## src/rtl/sfd_pkg.sv

```systemverilog
package sfd_pkg;

  localparam int unsigned DataWidth = 8;
  localparam int unsigned ApbDataWidth = 32;
  localparam int unsigned ApbAddrWidth = 4;

  // register index, taken from paddr[3:2]
  typedef enum logic [1:0] {
    REG_START_MARKER = 2'd0,
    REG_END_MARKER   = 2'd1,
    REG_MIN_PAYLOAD  = 2'd2,
    REG_UNUSED       = 2'd3
  } sfd_reg_e;

  localparam logic [DataWidth-1:0] StartMarkerReset = 8'hAA;
  localparam logic [DataWidth-1:0] EndMarkerReset   = 8'h55;
  localparam logic [DataWidth-1:0] MinPayloadReset  = 8'd3;

  typedef enum logic [2:0] {
    ST_OK       = 3'd0,
    ST_NO_START = 3'd1,
    ST_INCOMP   = 3'd2,
    ST_CHK_BAD  = 3'd3,
    ST_END_BAD  = 3'd4,
    ST_SHORT    = 3'd5
  } sfd_status_e;

endpackage

```

## src/rtl/sfd_if.sv

```systemverilog
// input beat: one received byte
interface sfd_in_if import sfd_pkg::*; ();
  logic                 valid;
  logic                 ready;
  logic [DataWidth-1:0] rx_byte;
  logic                 last_in_read;

  modport source (output valid, output rx_byte, output last_in_read, input ready);
  modport sink   (input valid, input rx_byte, input last_in_read, output ready);
endinterface

// result beat: one verdict per read chunk
interface sfd_out_if import sfd_pkg::*; ();
  logic                 valid;
  logic                 ready;
  sfd_status_e          status;
  logic [DataWidth-1:0] temperature;
  logic [DataWidth-1:0] humidity;
  logic [DataWidth-1:0] led_level;

  modport source (output valid, output status, output temperature, output humidity,
                  output led_level, input ready);
  modport sink   (input valid, input status, input temperature, input humidity,
                  input led_level, output ready);
endinterface

```

## src/rtl/sensor_frame_deframer.sv

```systemverilog
// sensor frame deframer: start marker, length, payload, xor checksum, end marker
// the result beat is registered and appears in the cycle after the last byte of a chunk is taken
// throughput: one byte per cycle; a waiting result does not stall input unless a
//   second chunk ends while the first result is still held (single result register)
// reset (rst_ni low, asynchronous): hunt for start, registers back to 0xAA/0x55/3,
//   no result pending
module sensor_frame_deframer import sfd_pkg::*; (
  input  logic                    clk_i,
  input  logic                    rst_ni,
  sfd_in_if.sink                  rx_i,
  sfd_out_if.source               res_o,
  input  logic                    psel,
  input  logic                    penable,
  input  logic                    pwrite,
  input  logic [ApbAddrWidth-1:0] paddr,
  input  logic [ApbDataWidth-1:0] pwdata,
  output logic [ApbDataWidth-1:0] prdata,
  output logic                    pready
);

  // frame parser phases
  typedef enum logic [2:0] {
    PH_HUNT,
    PH_LEN,
    PH_PAYLOAD,
    PH_CHK,
    PH_END,
    PH_DONE
  } phase_e;

  // configuration registers
  logic [DataWidth-1:0] start_marker_q, end_marker_q, min_payload_q;
  sfd_reg_e             reg_sel;

  // frame state
  phase_e               phase_q, phase_d;
  logic [DataWidth-1:0] bytes_left_q, bytes_left_d;
  logic [DataWidth-1:0] pay_len_q, pay_len_d;
  logic [DataWidth-1:0] xor_q, xor_d;
  logic [DataWidth-1:0] temp_q, temp_d;
  logic [DataWidth-1:0] hum_q, hum_d;
  logic [DataWidth-1:0] led_q, led_d;
  logic                 chk_ok_q, chk_ok_d;
  sfd_status_e          held_q, held_d;

  // per-beat decode
  logic                 rx_acc;
  logic [DataWidth-1:0] pos;
  sfd_status_e          verdict;
  logic                 pay_ok;

  // result register
  logic                 res_valid_q;
  sfd_status_e          res_status_q;
  logic [DataWidth-1:0] res_temp_q, res_hum_q, res_led_q;

  // ---------------------------------------------------------------------------
  // apb register file, zero wait states
  // ---------------------------------------------------------------------------
  assign pready  = 1'b1;
  assign reg_sel = sfd_reg_e'(paddr[3:2]);

  always_comb begin
    unique case (reg_sel)
      REG_START_MARKER: prdata = {{(ApbDataWidth-DataWidth){1'b0}}, start_marker_q};
      REG_END_MARKER:   prdata = {{(ApbDataWidth-DataWidth){1'b0}}, end_marker_q};
      REG_MIN_PAYLOAD:  prdata = {{(ApbDataWidth-DataWidth){1'b0}}, min_payload_q};
      default:          prdata = '0;
    endcase
  end

  always_ff @(posedge clk_i or negedge rst_ni) begin
    if (!rst_ni) begin
      start_marker_q <= StartMarkerReset;
      end_marker_q   <= EndMarkerReset;
      min_payload_q  <= MinPayloadReset;
    end else if (psel && penable && pwrite) begin
      unique case (reg_sel)
        REG_START_MARKER: start_marker_q <= pwdata[DataWidth-1:0];
        REG_END_MARKER:   end_marker_q   <= pwdata[DataWidth-1:0];
        REG_MIN_PAYLOAD:  min_payload_q  <= pwdata[DataWidth-1:0];
        default: ;
      endcase
    end
  end

  // ---------------------------------------------------------------------------
  // input side: bytes inside a chunk always flow; the closing byte waits until
  // the result register is free or drains
  // ---------------------------------------------------------------------------
  assign rx_i.ready = !res_valid_q || res_o.ready || !rx_i.last_in_read;
  assign rx_acc     = rx_i.valid && rx_i.ready;

  // index of the current payload byte within the payload
  assign pos = pay_len_q - bytes_left_q;

  // next frame state for the byte on the input
  always_comb begin
    phase_d      = phase_q;
    bytes_left_d = bytes_left_q;
    pay_len_d    = pay_len_q;
    xor_d        = xor_q;
    temp_d       = temp_q;
    hum_d        = hum_q;
    led_d        = led_q;
    chk_ok_d     = chk_ok_q;
    held_d       = held_q;

    unique case (phase_q)
      PH_HUNT: begin
        if (rx_i.rx_byte == start_marker_q) phase_d = PH_LEN;
      end
      PH_LEN: begin
        pay_len_d    = rx_i.rx_byte;
        bytes_left_d = rx_i.rx_byte;
        xor_d        = rx_i.rx_byte;
        // empty payload goes straight to the checksum byte
        phase_d      = (rx_i.rx_byte == '0) ? PH_CHK : PH_PAYLOAD;
      end
      PH_PAYLOAD: begin
        if (pos == 8'd0) temp_d = rx_i.rx_byte;
        if (pos == 8'd1) hum_d  = rx_i.rx_byte;
        if (pos == 8'd2) led_d  = rx_i.rx_byte;
        xor_d        = xor_q ^ rx_i.rx_byte;
        bytes_left_d = bytes_left_q - 8'd1;
        if (bytes_left_q == 8'd1) phase_d = PH_CHK;
      end
      PH_CHK: begin
        chk_ok_d = (rx_i.rx_byte == xor_q);
        phase_d  = PH_END;
      end
      PH_END: begin
        // verdict precedence: checksum, end marker, too short
        if (!chk_ok_q)                          held_d = ST_CHK_BAD;
        else if (rx_i.rx_byte != end_marker_q) held_d = ST_END_BAD;
        else if (pay_len_q < min_payload_q)    held_d = ST_SHORT;
        else                                    held_d = ST_OK;
        phase_d = PH_DONE;
      end
      PH_DONE: ; // rest of the chunk is ignored
      default: phase_d = PH_HUNT;
    endcase
  end

  // chunk verdict, seen on the last byte of a chunk
  always_comb begin
    unique case (phase_d)
      PH_HUNT: verdict = ST_NO_START;
      PH_DONE: verdict = held_d;
      default: verdict = ST_INCOMP;
    endcase
  end

  assign pay_ok = (verdict == ST_OK);

  // frame state and result register; the end of a chunk loads the result and
  // clears everything back to the hunt, the output beat empties the result
  always_ff @(posedge clk_i or negedge rst_ni) begin
    if (!rst_ni) begin
      phase_q      <= PH_HUNT;
      bytes_left_q <= '0;
      pay_len_q    <= '0;
      xor_q        <= '0;
      temp_q       <= '0;
      hum_q        <= '0;
      led_q        <= '0;
      chk_ok_q     <= 1'b0;
      held_q       <= ST_OK;
      res_valid_q  <= 1'b0;
      res_status_q <= ST_OK;
      res_temp_q   <= '0;
      res_hum_q    <= '0;
      res_led_q    <= '0;
    end else begin
      if (rx_acc && rx_i.last_in_read) begin
        res_valid_q <= 1'b1;
      end else if (res_o.ready) begin
        res_valid_q <= 1'b0;
      end

      if (rx_acc) begin
        if (rx_i.last_in_read) begin
          // readings are only reported for a good frame
          res_status_q <= verdict;
          res_temp_q   <= pay_ok ? temp_d : '0;
          res_hum_q    <= pay_ok ? hum_d  : '0;
          res_led_q    <= pay_ok ? led_d  : '0;
          phase_q      <= PH_HUNT;
          bytes_left_q <= '0;
          pay_len_q    <= '0;
          xor_q        <= '0;
          temp_q       <= '0;
          hum_q        <= '0;
          led_q        <= '0;
          chk_ok_q     <= 1'b0;
          held_q       <= ST_OK;
        end else begin
          phase_q      <= phase_d;
          bytes_left_q <= bytes_left_d;
          pay_len_q    <= pay_len_d;
          xor_q        <= xor_d;
          temp_q       <= temp_d;
          hum_q        <= hum_d;
          led_q        <= led_d;
          chk_ok_q     <= chk_ok_d;
          held_q       <= held_d;
        end
      end
    end
  end

  assign res_o.valid       = res_valid_q;
  assign res_o.status      = res_status_q;
  assign res_o.temperature = res_temp_q;
  assign res_o.humidity    = res_hum_q;
  assign res_o.led_level   = res_led_q;

endmodule

```

## src/flat_wrapper.sv

```systemverilog
// flat-port wrapper written by rule: the top's interface ports become plain ports
module sensor_frame_deframer_flat import sfd_pkg::*;
  (clk_i, rst_ni, psel, penable, pwrite, paddr, pwdata, prdata, pready, rx_i_valid, rx_i_rx_byte, rx_i_last_in_read, rx_i_ready, res_o_valid, res_o_status, res_o_temperature, res_o_humidity, res_o_led_level, res_o_ready);
  sfd_in_if rx_i_i ();
  sfd_out_if res_o_i ();
  input  logic clk_i;
  input  logic rst_ni;
  input  logic psel;
  input  logic penable;
  input  logic pwrite;
  input  logic [ApbAddrWidth-1:0] paddr;
  input  logic [ApbDataWidth-1:0] pwdata;
  output logic [ApbDataWidth-1:0] prdata;
  output logic pready;
  input wire logic [$bits(rx_i_i.valid)-1:0] rx_i_valid;
  input wire logic [$bits(rx_i_i.rx_byte)-1:0] rx_i_rx_byte;
  input wire logic [$bits(rx_i_i.last_in_read)-1:0] rx_i_last_in_read;
  output wire logic [$bits(rx_i_i.ready)-1:0] rx_i_ready;
  output wire logic [$bits(res_o_i.valid)-1:0] res_o_valid;
  output wire logic [$bits(res_o_i.status)-1:0] res_o_status;
  output wire logic [$bits(res_o_i.temperature)-1:0] res_o_temperature;
  output wire logic [$bits(res_o_i.humidity)-1:0] res_o_humidity;
  output wire logic [$bits(res_o_i.led_level)-1:0] res_o_led_level;
  input wire logic [$bits(res_o_i.ready)-1:0] res_o_ready;
  assign rx_i_i.valid = rx_i_valid;
  assign rx_i_i.rx_byte = rx_i_rx_byte;
  assign rx_i_i.last_in_read = rx_i_last_in_read;
  assign rx_i_ready = rx_i_i.ready;
  assign res_o_valid = res_o_i.valid;
  assign res_o_status = res_o_i.status;
  assign res_o_temperature = res_o_i.temperature;
  assign res_o_humidity = res_o_i.humidity;
  assign res_o_led_level = res_o_i.led_level;
  assign res_o_i.ready = res_o_ready;
  sensor_frame_deframer u_core (.clk_i(clk_i), .rst_ni(rst_ni), .rx_i(rx_i_i), .res_o(res_o_i), .psel(psel), .penable(penable), .pwrite(pwrite), .paddr(paddr), .pwdata(pwdata), .prdata(prdata), .pready(pready));
endmodule
```

## config.mk

```make
export PLATFORM = sky130hd
export DESIGN_NAME = sensor_frame_deframer_flat
export DESIGN_NICKNAME = d
export VERILOG_FILES = /design/src/rtl/sfd_pkg.sv /design/src/rtl/sfd_if.sv /design/src/rtl/sensor_frame_deframer.sv /design/src/flat_wrapper.sv
export SDC_FILE = /design/constraint.sdc
export NUM_CORES = 1
export LEC_CHECK = 0
export BUFFER_PORTS_ARGS = -buffer_cell sky130_fd_sc_hd__buf_4
export CAP_MARGIN = 20
export CORE_MARGIN = 2
export CORE_UTILIZATION = 50
export CTS_BUF_LIST = sky130_fd_sc_hd__clkbuf_4
export CTS_CLUSTER_DIAMETER = 100
export DETAILED_ROUTE_END_ITERATION = 16
export MAX_ROUTING_LAYER = met4
export PLACE_DENSITY = 0.79
export SLEW_MARGIN = 20
export SYNTH_ARGS = -nofsm -noshare
export SYNTH_HDL_FRONTEND = slang
export SYNTH_SLANG_ARGS = --single-unit
```

## constraint.sdc

```tcl
create_clock -name clk_i -period 3.4 [get_ports clk_i]
set_clock_uncertainty 0.2 [all_clocks]
set_input_delay 0.51 -clock clk_i [delete_from_list [all_inputs] [get_ports clk_i]]
set_output_delay 0.51 -clock clk_i [all_outputs]
set_load 0.02 [all_outputs]
```

==> impl_metrics.py <==
metrics = {
    "routing": {
        "drt-initial-drc-count": 365,
        "drtPass1Iterations": 5,
        "wire_per_inst_um": 17.7,
        "drt-total-wl_um": 14600,
        "remaining_drc_errors": 0,
        "num_vias": 4934,
        "viasPerCell": 6.01,
        "drt.antenna.violating_nets": 0,
    },
    "pwr": {
        "comb_power_share_pct": 34.6,
        "total_power_w": 0.00376,
        "swShare_pct": 37.4,
        "p_sw_w": 0.00141,
        "power.internal_w": 0.00235,
        "p_clk_share_pct": 18.4,
        "powerDensity_mw_per_mm2": 557,
        "seqPwrFrac_pct": 46.9,
        "ir_drop_v": 0.000208,
        "p_leak_nw": 3.14,
    },
    "sta": {
        "fin_crit_sh_pct": 92.0,
        "setup_violations": 0,
        "slew_headroom_pct": 52.3,
        "grt_setup_unrepaired": "no",
        "worstMarginPinSlew_ns": 0.714,
        "post-route-min-period_ns": 3.13,
        "hold_violations": 0,
        "finalSetupTns_ns": 0,
        "max_freq_mhz": 320,
        "slew_violations": 0,
    },
    "synth": {
        "async_flop_share_pct": 100,
        "syn_area_mm2": 0.00610,
        "synth_edf_count": 0,
        "yosysSeqAreaShare_pct": 44.1,
        "synth_seq_cells": 107,
        "avgSynthCellArea_um2": 9.79,
        "ys_types": 58,
        "synth_top_flop_cell": "dfrtp_1",
        "yosys_warnings": 0,
        "syn_inst": 623,
    },
    "floorplanning": {
        "die_h_um": 114,
        "die_x_um": 114,
        "rows": 40,
        "ios": 114,
        "core-area_mm2": 0.0120,
        "start_util_pct": 51.0,
        "dieArea_mm2": 0.0131,
    },
    "job": {
        "max_cap_viol_count": 0,
    },
    "worst_setup_path": {
        "start_kind": "flop",
        "critPathMaxStageDelay_ns": 0.46,
        "critPathMaxFanout": 16,
        "reg2reg_to": "u_core.res_o.humidity[4]",
        "cp_cell_sequence": "inv_1, ha_1, inv_1, fa_1, xor2_1, a211o_1, a211oi_2, nand4b_4, mux2_2, a22o_1",
        "criticalPathCategory": "reg -> reg",
        "critPathMostFrequentCell": "inv_1",
        "r2r-start": "u_core.pay_len_q[0]",
        "reg2reg_depth": 10,
        "cpMaxStageDelayCell": "fa_1",
        "worstSetupEndpoint": "u_core.res_o.humidity[4]",
        "arrival_ns": 3.30,
        "critPathLaunch": "u_core.pay_len_q[0]",
        "cp.required_ns": 3.57,
        "critPathCaptureType": "flop",
        "r2r_slack_ns": 0.27,
    },
    "clock_tree": {
        "ctsResizeCount": 0,
        "cts.reportedPaths.clkPinSlew_ns": 0.16,
        "cts_inserted_buffers": 9,
        "clock_path_buffers": 2,
        "post-cts-setup-buffers": 0,
        "cts_sinks": 107,
        "clk-insertion-delay-late_ns": 0.48,
        "clock-root-buffer": "clkbuf_4",
        "h-tree-depth": 3,
        "cts_tree": "yes",
    },
    "global_routing": {
        "grt_pass1_vias": 4662,
        "grt_max_degree": 65,
        "grt_pass1_wl_um": 23500,
        "grt_overflow": 0,
        "antenna_found_initial": 0,
        "track_usage_pct": 23.2,
    },
    "finish": {
        "filler_cell_count": 1018,
        "drive_above_1_share_pct": 20.6,
        "syn_to_final_growth_pct": 10.6,
        "antenna_cells": 0,
        "nets": 738,
    },
    "min_path": {
        "hold_depth": 3,
        "min_path_type": "in -> reg",
    },
    "placement": {
        "dpl.hpwl_um": 10400,
        "numPortBuffers": 62,
        "place_congestion": 0.883,
    },
    "run_status": {
        "outcome": "completed",
    },
}
power groups by stage:
stage	clock network, W	logic (W)	registers (W)
finish	0.000694	0.00130	0.00177
global route	0.000747	0.00144	0.00180
CTS	0.000697	0.00130	0.00176
detailed placement	0	0.00128	0.00178
global placement	0	0.00123	0.00176
floorplan	0	0.000990	0.00173
state kept, by name (all words and copies together), names as in the netlist, 3 cells and up:
register                  count
u_core.res_o.led_level        8
u_core.res_o.humidity         8
u_core.end_marker_q           8
u_core.phase_q                3
u_core.bytes_left_q           8
u_core.temp_q                 8
u_core.min_payload_q          8
u_core.held_q                 3
u_core.res_o.temperature      8
u_core.res_o.status           3
u_core.xor_q                  8
u_core.hum_q                  8
u_core.pay_len_q              8
u_core.start_marker_q         8
u_core.led_q                  8
cell usage after synthesis (16+ instances only):
master / count / area share, %
a21oi_1: 26 / 2.1
a221o_1: 16 / 2.6
a22o_1: 33 / 4.7
buf_4: 25 / 3.1
clkbuf_1: 29 / 1.8
dfrtp_1: 97 / 40
ha_1: 16 / 3.3
inv_1: 26 / 1.6
mux2_2: 32 / 5.9
nand2_1: 63 / 3.9
nor2_1: 37 / 2.3
nor3b_1: 21 / 2.6
o21ai_0: 58 / 4.8
xnor2_1: 21 / 3.0
through the flow:
step	hold WS [ns]	std cells	utilization, %	worst slack, ns	area, µm²
after floorplan	0.0144	646	-	0.477	6190
after global placement	0.257	804	55.1	0.352	6590
after detailed placement	0.278	804	55.1	0.310	6590
after CTS	0.0501	821	56.4	0.271	6750
after global routing	0.0466	821	56.4	0.104	6750
final	0.0656	821	56.4	0.270	6750
what timing repair did:
action / 4_1_cts / 5_1_grt
setup endpoints to repair: 0 / 0
hold buffers: 1 / 0
endpoints found under the hold margin: 33 / 0
final cells by class:
type	instances	area (µm²)	share of cell area [%]
clock buffers	9	67.6	1.00
clock inverters	7	85.1	1.26
inverters	26	97.6	1.45
multi-input cells	450	3050	45.1
flip-flops and latches	107	2690	39.9
well taps	147	184	2.73
repair buffers	75	578	8.57
worst min-delay path by stage:
stage                startpoint                 endpoint  slack, ns
2_1_floorplan            rst_ni   u_core.bytes_left_q[0]       0.01
3_5_place_dp   u_core.held_q[0]         u_core.held_q[0]       0.28
3_3_place_gp   u_core.held_q[0]         u_core.held_q[0]       0.26
5_1_grt               pwdata[7]  u_core.min_payload_q[7]       0.05
4_1_cts               pwdata[5]  u_core.min_payload_q[5]       0.05
6_report              pwdata[5]  u_core.min_payload_q[5]       0.07
cell usage in the layout, fill, tap and decap left out, types with 4 or more instances in the layout:
master | Yosys | routed
buf_4 | 25 | 73
a21oi_1 | 26 | 25
o22ai_1 | 8 | 8
and2_1 | 4 | 4
nor3b_1 | 21 | 21
nor4_1 | 5 | 5
a22o_1 | 33 | 33
nand3_1 | 6 | 6
ha_1 | 16 | 16
o21ai_0 | 58 | 58
and3_1 | 6 | 6
dfstp_2 | 10 | 10
xnor2_1 | 21 | 21
a21o_1 | 5 | 5
mux2i_1 | 9 | 9
dfrtp_1 | 97 | 97
mux2_2 | 32 | 32
a221o_1 | 16 | 16
nand2_1 | 63 | 63
clkbuf_4 | 0 | 9
conb_1 | 2 | 25
nand2b_1 | 6 | 6
xor2_1 | 7 | 7
nor2_1 | 37 | 37
nand4_1 | 4 | 4
inv_1 | 26 | 26
nor3_1 | 4 | 4
routing by layer:
metal / global-route usage [%] / vias up / part of all wire [%]
met5: - / - / 0
met4: 8.21 / 0 / 2.6
met3: 4.29 / 40 / 6.3
met2: 34.7 / 189 / 47
met1: 31.9 / 2431 / 44
li1: - / 2274 / -
critical path: cells and delay by family (launching register included):
kind	cells	cell delay, ns
compound gates	3	0.76
fa+ha+maj	2	0.63
flops	1	0.44
mux	1	0.38
simple gates	1	0.31
xor+xnor	1	0.18
buf+inv	2	0.13
cells by family (layout without fill, tap and decap cells):
kind of cell / after synthesis / count (layout) / share of synthesized area (%)
compound gates: 166 / 166 / 18.3
other cells: 2 / 25 / 0.123
fa+ha+maj: 17 / 17 / 3.61
simple gates: 173 / 173 / 15.0
flops: 107 / 107 / 44.1
mux: 41 / 41 / 7.38
buf+inv: 89 / 117 / 7.45
xor+xnor: 28 / 28 / 4.02
(Power assumes the default switching activity.)
